## config.mk

```make
export PLATFORM = sky130hd
export DESIGN_NAME = periodic_task_tick_scheduler_flat
export DESIGN_NICKNAME = d
export VERILOG_FILES = /design/src/ptts_pkg.sv /design/src/ptts_if.sv /design/src/ptts_cell.sv /design/src/periodic_task_tick_scheduler.sv /design/src/flat_wrapper.sv
export VERILOG_INCLUDE_DIRS = /design/src /design/src/src
export SDC_FILE = /design/constraint.sdc
export NUM_CORES = 1
export LEC_CHECK = 0
export BUFFER_PORTS_ARGS = -buffer_cell sky130_fd_sc_hd__buf_2
export CORE_MARGIN = 4
export CORE_UTILIZATION = 49
export DETAILED_ROUTE_END_ITERATION = 16
export PLACE_DENSITY_LB_ADDON = 0.12
export SLEW_MARGIN = 20
export SYNTH_ARGS = -nofsm -noshare
export SYNTH_HDL_FRONTEND = slang
export SYNTH_SLANG_ARGS = --single-unit
```

## constraint.sdc

```tcl
create_clock -name clk -period 8.21 [get_ports clk]
set_input_delay 0.4105 -clock clk [delete_from_list [all_inputs] [get_ports clk]]
set_output_delay 0.4105 -clock clk [all_outputs]
set_load 0.005 [all_outputs]
```

## src/assert_macros.svh

```systemverilog
// Assertion macros shared by the scheduler RTL.
`ifndef ASSERT_MACROS_SVH
`define ASSERT_MACROS_SVH

`ifndef ASSERT_OFF

// Property that must hold at every clock edge outside reset.
`define ASSERT_CLK(label, clk, rst_n, prop) \
    label: assert property (@(posedge clk) disable iff (!rst_n) prop) \
        else $error("assertion failed");

// Condition that must never be true outside reset.
`define ASSERT_NEVER(label, clk, rst_n, expr) \
    label: assert property (@(posedge clk) disable iff (!rst_n) !(expr)) \
        else $error("forbidden condition seen");

`else

`define ASSERT_CLK(label, clk, rst_n, prop)
`define ASSERT_NEVER(label, clk, rst_n, expr)

`endif

`endif

```

## src/ptts_pkg.sv

```systemverilog
// Types and constants of the periodic task tick scheduler.
package ptts_pkg;

    localparam int DEFAULT_TASK_SLOTS = 8;

    localparam int ID_W     = 8;
    localparam int PERIOD_W = 16;
    localparam int PRIO_W   = 8;
    localparam int KIND_W   = 2;

    // Operation codes of an input word.
    localparam logic OP_ADD  = 1'b0;
    localparam logic OP_TICK = 1'b1;

    // Result kinds.
    localparam logic [KIND_W-1:0] KIND_ACK   = 2'd0;
    localparam logic [KIND_W-1:0] KIND_FIRED = 2'd1;
    localparam logic [KIND_W-1:0] KIND_DONE  = 2'd2;

    // One stored task.
    typedef struct packed {
        logic [ID_W-1:0]     id;
        logic [PERIOD_W-1:0] period;
        logic [PERIOD_W-1:0] counter;
        logic [PRIO_W-1:0]   prio;
    } ptts_entry_t;

    // Command broadcast to every cell of the chain.
    typedef struct packed {
        logic insert;
        logic rotate;
    } ptts_cmd_t;

endpackage

```

## src/ptts_if.sv

```systemverilog
// Request and response channel interfaces of the scheduler.
interface ptts_req_if;
    import ptts_pkg::*;

    logic                valid;
    logic                ready;
    logic                op;
    logic [ID_W-1:0]     task_id;
    logic [PERIOD_W-1:0] task_period;
    logic [PRIO_W-1:0]   task_priority;

    modport source (output valid, output op, output task_id, output task_period,
                    output task_priority, input ready);
    modport sink   (input valid, input op, input task_id, input task_period,
                    input task_priority, output ready);
endinterface

interface ptts_rsp_if;
    import ptts_pkg::*;

    logic              valid;
    logic              ready;
    logic [KIND_W-1:0] kind;
    logic [ID_W-1:0]   fired_id;
    logic              accepted;
    logic              last;

    modport source (output valid, output kind, output fired_id, output accepted,
                    output last, input ready);
    modport sink   (input valid, input kind, input fired_id, input accepted,
                    input last, output ready);
endinterface

```

## src/ptts_cell.sv

```systemverilog
// One task slot of the sorted chain: holds an entry and trades it with its neighbours.
module ptts_cell (
    input  logic                clk,
    input  logic                rst_n,
    input  ptts_pkg::ptts_cmd_t cmd,
    input  ptts_pkg::ptts_entry_t new_data,
    input  logic                prev_valid,
    input  ptts_pkg::ptts_entry_t prev_data,
    input  logic                prev_greater,
    input  logic                next_valid,
    input  ptts_pkg::ptts_entry_t next_data,
    output logic                valid,
    output ptts_pkg::ptts_entry_t data,
    output logic                greater
);
    import ptts_pkg::*;

    logic        valid_reg;
    logic        valid_next;
    ptts_entry_t data_reg;
    ptts_entry_t data_next;

    // An empty slot counts as holding a larger priority than any new task.
    assign greater = !valid_reg || (data_reg.prio > new_data.prio);

    // Insert shifts towards the tail; rotation walks the chain towards the head.
    always_comb
    begin
        valid_next = valid_reg;
        data_next  = data_reg;
        if (cmd.insert && greater)
        begin
            if (prev_greater)
            begin
                valid_next = prev_valid;
                data_next  = prev_data;
            end
            else
            begin
                valid_next = 1'b1;
                data_next  = new_data;
            end
        end
        else if (cmd.rotate)
        begin
            valid_next = next_valid;
            data_next  = next_data;
        end
    end

    always_ff @(posedge clk or negedge rst_n)
    begin
        if (!rst_n)
        begin
            valid_reg <= 1'b0;
        end
        else
        begin
            valid_reg <= valid_next;
        end
    end

    always_ff @(posedge clk)
    begin
        data_reg <= data_next;
    end

    assign valid = valid_reg;
    assign data  = data_reg;

endmodule

```

## src/periodic_task_tick_scheduler.sv

```systemverilog
// Top level of the periodic task tick scheduler: cell chain and tick sequencer.
//
// The req channel takes one word per operation. An add word (op = 0) places a
// task into a chain of TASK_SLOTS cells kept sorted by ascending priority, after
// any task of equal priority; it is answered in the next cycle by a single
// acknowledge word on rsp, with accepted low when every slot was taken.
// A tick word (op = 1) walks the chain: each cycle, unless a fired word is
// held up by rsp, the head cell is updated and moved to the tail, so after
// TASK_SLOTS steps the order is restored. Every task whose counter reaches its
// period is reported as a fired word in priority order, and a done word with
// last high closes the tick. Words are taken one at a time; req.ready is high
// only while no tick is in progress and the response register is free or being
// emptied.
// A stalled receiver freezes the walk at the next fired task, nothing is lost.
// Reset empties every slot and clears the response register.
`include "assert_macros.svh"

module periodic_task_tick_scheduler #(
    parameter int TASK_SLOTS = ptts_pkg::DEFAULT_TASK_SLOTS
) (
    input logic      clk,
    input logic      rst_n,
    ptts_req_if.sink   req,
    ptts_rsp_if.source rsp
);
    import ptts_pkg::*;

    localparam int STEP_W = $clog2(TASK_SLOTS + 1);

    localparam logic ST_IDLE = 1'b0;
    localparam logic ST_TICK = 1'b1;

    logic              state_reg;
    logic              state_next;
    logic [STEP_W-1:0] step_reg;
    logic [STEP_W-1:0] step_next;

    logic              rsp_valid_reg;
    logic              rsp_valid_next;
    logic [KIND_W-1:0] kind_reg;
    logic [KIND_W-1:0] kind_next;
    logic [ID_W-1:0]   fired_id_reg;
    logic [ID_W-1:0]   fired_id_next;
    logic              accepted_reg;
    logic              accepted_next;
    logic              last_reg;
    logic              last_next;

    logic [TASK_SLOTS-1:0] valid_vec;
    logic [TASK_SLOTS-1:0] greater_vec;
    ptts_entry_t           cell_data [TASK_SLOTS];

    ptts_cmd_t   cmd;
    ptts_entry_t new_data;
    ptts_entry_t head_rot;
    logic [PERIOD_W-1:0] head_sum;
    logic        head_fire;
    logic        out_free;
    logic        accept;
    logic        full;
    logic        walk_done;
    logic [TASK_SLOTS-1:0] valid_inc;

    // Task built from an add word, counter starting at zero.
    always_comb
    begin
        new_data.id      = req.task_id;
        new_data.period  = req.task_period;
        new_data.counter = '0;
        new_data.prio    = req.task_priority;
    end

    // Counter update of the head slot on its way to the tail.
    assign head_sum  = cell_data[0].counter + PERIOD_W'(1);
    assign head_fire = valid_vec[0] && (head_sum >= cell_data[0].period);

    always_comb
    begin
        head_rot         = cell_data[0];
        head_rot.counter = head_fire ? '0 : head_sum;
    end

    // The chain of task slots.
    for (genvar i = 0; i < TASK_SLOTS; i++)
    begin : g_cell
        logic        prev_valid;
        ptts_entry_t prev_data;
        logic        prev_greater;
        logic        next_valid;
        ptts_entry_t next_data;

        if (i == 0)
        begin : g_head
            assign prev_valid   = 1'b0;
            assign prev_data    = '0;
            assign prev_greater = 1'b0;
        end
        else
        begin : g_body
            assign prev_valid   = valid_vec[i-1];
            assign prev_data    = cell_data[i-1];
            assign prev_greater = greater_vec[i-1];
        end

        if (i == TASK_SLOTS - 1)
        begin : g_tail
            assign next_valid = valid_vec[0];
            assign next_data  = head_rot;
        end
        else
        begin : g_link
            assign next_valid = valid_vec[i+1];
            assign next_data  = cell_data[i+1];
        end

        ptts_cell u_cell (
            .clk          (clk),
            .rst_n        (rst_n),
            .cmd          (cmd),
            .new_data     (new_data),
            .prev_valid   (prev_valid),
            .prev_data    (prev_data),
            .prev_greater (prev_greater),
            .next_valid   (next_valid),
            .next_data    (next_data),
            .valid        (valid_vec[i]),
            .data         (cell_data[i]),
            .greater      (greater_vec[i])
        );
    end

    // Handshake on the request side.
    assign out_free  = !rsp_valid_reg || rsp.ready;
    assign req.ready = (state_reg == ST_IDLE) && out_free;
    assign accept    = req.valid && req.ready;
    assign full      = valid_vec[TASK_SLOTS-1];
    assign walk_done = (step_reg == STEP_W'(TASK_SLOTS));

    // Sequencer for adds and the tick walk.
    always_comb
    begin
        state_next     = state_reg;
        step_next      = step_reg;
        cmd.insert     = 1'b0;
        cmd.rotate     = 1'b0;
        rsp_valid_next = rsp_valid_reg && !rsp.ready;
        kind_next      = kind_reg;
        fired_id_next  = fired_id_reg;
        accepted_next  = accepted_reg;
        last_next      = last_reg;

        unique case (state_reg)
            ST_IDLE:
            begin
                if (accept)
                begin
                    if (req.op == OP_ADD)
                    begin
                        cmd.insert     = !full;
                        rsp_valid_next = 1'b1;
                        kind_next      = KIND_ACK;
                        fired_id_next  = '0;
                        accepted_next  = !full;
                        last_next      = 1'b1;
                    end
                    else
                    begin
                        state_next = ST_TICK;
                        step_next  = '0;
                    end
                end
            end
            ST_TICK:
            begin
                if (!walk_done)
                begin
                    if (!head_fire || out_free)
                    begin
                        cmd.rotate = 1'b1;
                        step_next  = step_reg + STEP_W'(1);
                    end
                    if (head_fire && out_free)
                    begin
                        rsp_valid_next = 1'b1;
                        kind_next      = KIND_FIRED;
                        fired_id_next  = cell_data[0].id;
                        accepted_next  = 1'b0;
                        last_next      = 1'b0;
                    end
                end
                else if (out_free)
                begin
                    rsp_valid_next = 1'b1;
                    kind_next      = KIND_DONE;
                    fired_id_next  = '0;
                    accepted_next  = 1'b0;
                    last_next      = 1'b1;
                    state_next     = ST_IDLE;
                end
            end
            default:
            begin
                state_next = ST_IDLE;
            end
        endcase
    end

    always_ff @(posedge clk or negedge rst_n)
    begin
        if (!rst_n)
        begin
            state_reg     <= ST_IDLE;
            step_reg      <= '0;
            rsp_valid_reg <= 1'b0;
        end
        else
        begin
            state_reg     <= state_next;
            step_reg      <= step_next;
            rsp_valid_reg <= rsp_valid_next;
        end
    end

    always_ff @(posedge clk)
    begin
        kind_reg     <= kind_next;
        fired_id_reg <= fired_id_next;
        accepted_reg <= accepted_next;
        last_reg     <= last_next;
    end

    assign rsp.valid    = rsp_valid_reg;
    assign rsp.kind     = kind_reg;
    assign rsp.fired_id = fired_id_reg;
    assign rsp.accepted = accepted_reg;
    assign rsp.last     = last_reg;

    // Occupied slots form an unbroken run from the head when no tick is running.
    assign valid_inc = valid_vec + TASK_SLOTS'(1);

    `ASSERT_CLK(a_packed_slots, clk, rst_n,
        (state_reg == ST_IDLE) |-> ((valid_inc & valid_vec) == '0))
    `ASSERT_CLK(a_walk_keeps_tasks, clk, rst_n,
        (state_reg == ST_TICK) |=> ($countones(valid_vec) == $past($countones(valid_vec))))
    `ASSERT_NEVER(a_ready_in_tick, clk, rst_n,
        req.ready && (state_reg == ST_TICK))
    `ASSERT_NEVER(a_step_bound, clk, rst_n,
        step_reg > STEP_W'(TASK_SLOTS))

endmodule
```

## src/flat_wrapper.sv

```systemverilog
// flat-port wrapper written by rule: the top's interface ports become plain ports
module periodic_task_tick_scheduler_flat import ptts_pkg::*;
#(
    parameter int TASK_SLOTS = ptts_pkg::DEFAULT_TASK_SLOTS
)
  (clk, rst_n, req_valid, req_op, req_task_id, req_task_period, req_task_priority, req_ready, rsp_valid, rsp_kind, rsp_fired_id, rsp_accepted, rsp_last, rsp_ready);
  ptts_req_if req_i ();
  ptts_rsp_if rsp_i ();
  input logic clk;
  input logic rst_n;
  input wire logic [$bits(req_i.valid)-1:0] req_valid;
  input wire logic [$bits(req_i.op)-1:0] req_op;
  input wire logic [$bits(req_i.task_id)-1:0] req_task_id;
  input wire logic [$bits(req_i.task_period)-1:0] req_task_period;
  input wire logic [$bits(req_i.task_priority)-1:0] req_task_priority;
  output wire logic [$bits(req_i.ready)-1:0] req_ready;
  output wire logic [$bits(rsp_i.valid)-1:0] rsp_valid;
  output wire logic [$bits(rsp_i.kind)-1:0] rsp_kind;
  output wire logic [$bits(rsp_i.fired_id)-1:0] rsp_fired_id;
  output wire logic [$bits(rsp_i.accepted)-1:0] rsp_accepted;
  output wire logic [$bits(rsp_i.last)-1:0] rsp_last;
  input wire logic [$bits(rsp_i.ready)-1:0] rsp_ready;
  assign req_i.valid = req_valid;
  assign req_i.op = req_op;
  assign req_i.task_id = req_task_id;
  assign req_i.task_period = req_task_period;
  assign req_i.task_priority = req_task_priority;
  assign req_ready = req_i.ready;
  assign rsp_valid = rsp_i.valid;
  assign rsp_kind = rsp_i.kind;
  assign rsp_fired_id = rsp_i.fired_id;
  assign rsp_accepted = rsp_i.accepted;
  assign rsp_last = rsp_i.last;
  assign rsp_i.ready = rsp_ready;
  periodic_task_tick_scheduler #(.TASK_SLOTS(TASK_SLOTS)) u_core (.clk(clk), .rst_n(rst_n), .req(req_i), .rsp(rsp_i));
endmodule
```

==> Implementation_results.wiki <==
{| class="wikitable"
! Metric !! Value
|-
| Minimum hold slack || 0.187 ns
|-
| Number of max-slew violations in the final report || 0
|-
| Cell type with the largest total area after synthesis || edfxtp_1
|-
| RD Place Congestion || around 0.91
|-
| Vert. Die Dim || 215 um
|-
| Critical-path cell list || and3_1 -> nand3_1 -> or2_2 -> nor2_1 -> and3_1 -> xor2_1 -> ha_1 -> nand4_1 -> nor2_1 -> a2111o_1 -> o31ai_4 -> o21ai_2 -> buf_4 -> nand2_2 -> buf_4
|-
| Overall die width || 215 um
|-
| Maximum level of the CTS H-tree || 2
|-
| Area growth from synthesis to layout || 10.3%
|-
| Maximum fanout encountered on the critical timing path || 33
|-
| Leading cell types by total area after synthesis || edfxtp_1 55%, mux2i_1 8.7%, nand2_1 5.8%
|-
| Total die area || 46000 um2
|-
| Count of state elements after synthesis || slightly above 400
|-
| Setup violation total in the final timing report || 0
|-
| Final worst path period need || 5.37 ns
|-
| Antenna-violating nets left || 0
|-
| Fraction of final layout cells with drive strength greater than 1 || 9.35%
|-
| Worst Path Buf+Inv || 2
|-
| Required arrival time at the worst endpoint || roughly 8.4 ns
|-
| Slew of the pin with the lowest slew margin || 1.09 ns
|-
| Final worst-path setup slack || 2.84 ns
|-
| Drt via density || 6.22
|-
| PwrDens || 480 nW/um2
|-
| Leading cell type in the layout, fill and taps excluded || edfxtp_1
|-
| Leakage power of the design || 9.26 nW
|-
| Post-CTS Setup Bufs || 0
|-
| Vias in the first global route || 15000
|-
| Total number of yosys warnings || 0
|-
| Buffers added on ports || 50
|-
| Max-cap viol count || 0
|-
| Top cell type's share of synthesized area || approximately 55%
|-
| Vias || 14900
|-
| Residual DRC || 0
|-
| Fin cells || 2400
|-
| Post-cts gate resize count || 0
|-
| Worst path max stage delay || 0.79 ns
|-
| Prevailing post-synth register cell || edfxtp_1
|-
| Top Ports || 51
|-
| Leading cell types in the layout, fill and taps excluded || 380 x edfxtp_1, 313 x nand2_1, 204 x o21ai_0, 181 x mux2i_1, 113 x a22o_1
|-
| Max reg flops || 384
|-
| TritonCTS clock tree || done
|-
| Total number of cells along the worst setup path || 15
|-
| Post-placement setup slack || 2.91 ns
|-
| Total global-route track usage || 26.2%
|-
| Rows || 75
|-
| Headroom to the max-slew limit || 27.6%
|-
| Total core area || between 40000 and 50000 um2
|-
| Hold Path Class || input port to flip-flop
|-
| Net count of the finished layout || 1937
|-
| Number of buffers between clock root and the deepest sink || 3
|-
| Total negative slack for setup checks || 0 ns
|-
| Post-Syn Nets || 1963
|-
| Worst setup path startpoint || u_core.g_cell[0].u_cell.data[8]$_SDFFE_PP0N_
|-
| Initial antenna violation count || 0
|-
| Initial Util || 49.7%
|-
| Cell total after placement || 2316
|-
| Final WL || 61900 um
|-
| Achievable Freq || between 150 and 200 MHz
|-
| CTS Root Buffer Type || clkbuf_16
|-
| Pre-antenna DRT Iters || 5
|-
| Post-synthesis instance area || 20900 um2
|-
| Clock-pin transition on the worst setup and hold timing paths || 0.06 ns
|-
| Arrival time at the worst endpoint || about 5.6 ns
|-
| Number of synthesized flops with an enable pin || 380
|-
| Highest-delay cell along the critical path || o31ai_4
|-
| Slack of the worst reg-to-reg path || 2.84 ns
|-
| Average cell area after synthesis || 11.3 um2
|-
| Count of hold buffers inserted by post-cts repair || 1
|-
| Capturing point of the worst reg2reg path || u_core.g_cell[4].u_cell.data[44]$_DFFE_PP_
|-
| Number of different library cells in the post-synthesis netlist || 55
|-
| Peak ir drop on the vdd network || roughly 220 uV
|-
| Ys async rst share || approximately 3.4%
|-
| Number of antenna cells inserted || 0
|-
| CP delay by family, top || simple AND/OR/NAND/NOR gates
|-
| Status || complete, no violations
|-
| Proportion of synthesized chip area in sequential cells || 57.8%
|-
| Fin. Hold Viols || 0
|-
| Clock latency of the later-clocked register in the worst-skew pair || 0.58 ns
|-
| Overall overflow remaining after global route || 0
|-
| Drt wl/cell || 25.8 um
|-
| Largest net degree at the start of global routing || between 80 and 90
|-
| First DRT Iteration DRCs || 1739
|-
| Worst R2R Start || u_core.g_cell[0].u_cell.data[8]$_SDFFE_PP0N_
|-
| Cell count after synthesis || 1851
|-
| Inserted Clock Buffers || 45
|-
| Fillers || 3588
|-
| Termination of the worst setup path || u_core.g_cell[4].u_cell.data[44]$_DFFE_PP_
|-
| Depth of the worst register-to-register path || 15
|-
| Period utilization || between 60% and 70%
|-
| DPL Wire Length || 37700 um
|-
| First-pass GRT wire length || slightly above 90000 um
|-
| Endpoint kind of the worst setup timing path || flip-flop
|-
| Startpoint Class || flip-flop
|-
| Unrepaired setup endpoints after global routing || false
|-
| Sink Count || 410
|-
| Max Clock Skew || 0.0182 ns
|-
| Start-to-end type of the worst setup path || flip-flop to flip-flop
|-
| End-of-flow core utilization || 54.8%
|}
-- power by group --
| part | switching [W] | internal [W] | total (W) |
|---|---|---|---|
| clock | 0.000846 | 0.00124 | 0.00209 |
| sequential | 0.000804 | 0.00409 | 0.00490 |
| combinational | 0.00262 | 0.00145 | 0.00407 |
-- cells by family after synthesis --
kind of cell | Yosys count | share of synthesized area [%]
flops | 410 | 57.8
compound gates | 495 | 15.0
buf+inv | 193 | 3.78
simple gates | 482 | 9.64
fa+ha+maj | 75 | 4.49
mux | 181 | 8.67
xor+xnor | 15 | 0.629
-- stage by stage --
| step | area, um2 | total power (W) |
|---|---|---|
| floorplan | 20900 | 0.00738 |
| global placement | 21500 | 0.00883 |
| detailed placement | 21500 | 0.00893 |
| CTS | 23000 | 0.0110 |
| global route | 23000 | 0.0117 |
| finish | 23000 | 0.0111 |
-- final cells by class --
| class | instances | area (um2) | share of cell area, % |
|---|---|---|---|
| sequential | 410 | 12100 | 52.4 |
| clock buffer | 67 | 1290 | 5.60 |
| inverter | 41 | 154 | 0.668 |
| tap | 539 | 674 | 2.93 |
| timing repair buffer | 79 | 470 | 2.04 |
| multi-input combinational | 1248 | 8170 | 35.4 |
| clock inverter | 16 | 205 | 0.890 |
-- how the worst min path moves through the flow --
stage	cells past startpoint	from	endpoint	slack [ns]
6_report	3	req_op	u_core.state_reg$_DFF_PN0_	0.19
5_1_grt	3	req_valid	u_core.state_reg$_DFF_PN0_	0.19
4_1_cts	3	req_op	u_core.state_reg$_DFF_PN0_	0.16
3_5_place_dp	1	rst_n	u_core.rsp.valid$_DFF_PN0_	0.33
3_3_place_gp	1	rst_n	u_core.rsp.valid$_DFF_PN0_	0.33
2_1_floorplan	0	rst_n	u_core.g_cell[0].u_cell.valid$_DFFE_PN0P_	0.11
-- tightest hold or removal path: stages --
cell,delay [ns]
buf_2,0.10
a31oi_1,0.09
a21oi_1,0.11
-- routing by layer --
| layer | track usage [%] | share of wire [%] |
|---|---|---|
| met1 | 37.1 | 44 |
| met5 | 0 | 0 |
| met4 | 7.33 | 2.4 |
| met2 | 41.4 | 46 |
| met3 | 5.13 | 7.5 |
-- Yosys cell counts, types with 5 or more instances --
library cell / count
clkbuf_1: 104
nand2_1: 322
and3_1: 12
dfrtp_1: 14
buf_2: 33
buf_1: 10
o211ai_1: 7
a21o_1: 8
nor3_1: 5
dfxtp_1: 16
inv_1: 41
edfxtp_1: 380
mux2i_1: 181
xor2_1: 6
xnor2_1: 9
a21oi_1: 113
nand4_1: 16
a32o_1: 16
nor2_1: 69
ha_1: 75
nand3_1: 23
nor2b_1: 17
a22o_1: 113
o21ai_0: 206
No activity file was read; power rests on OpenSTA's default activity.
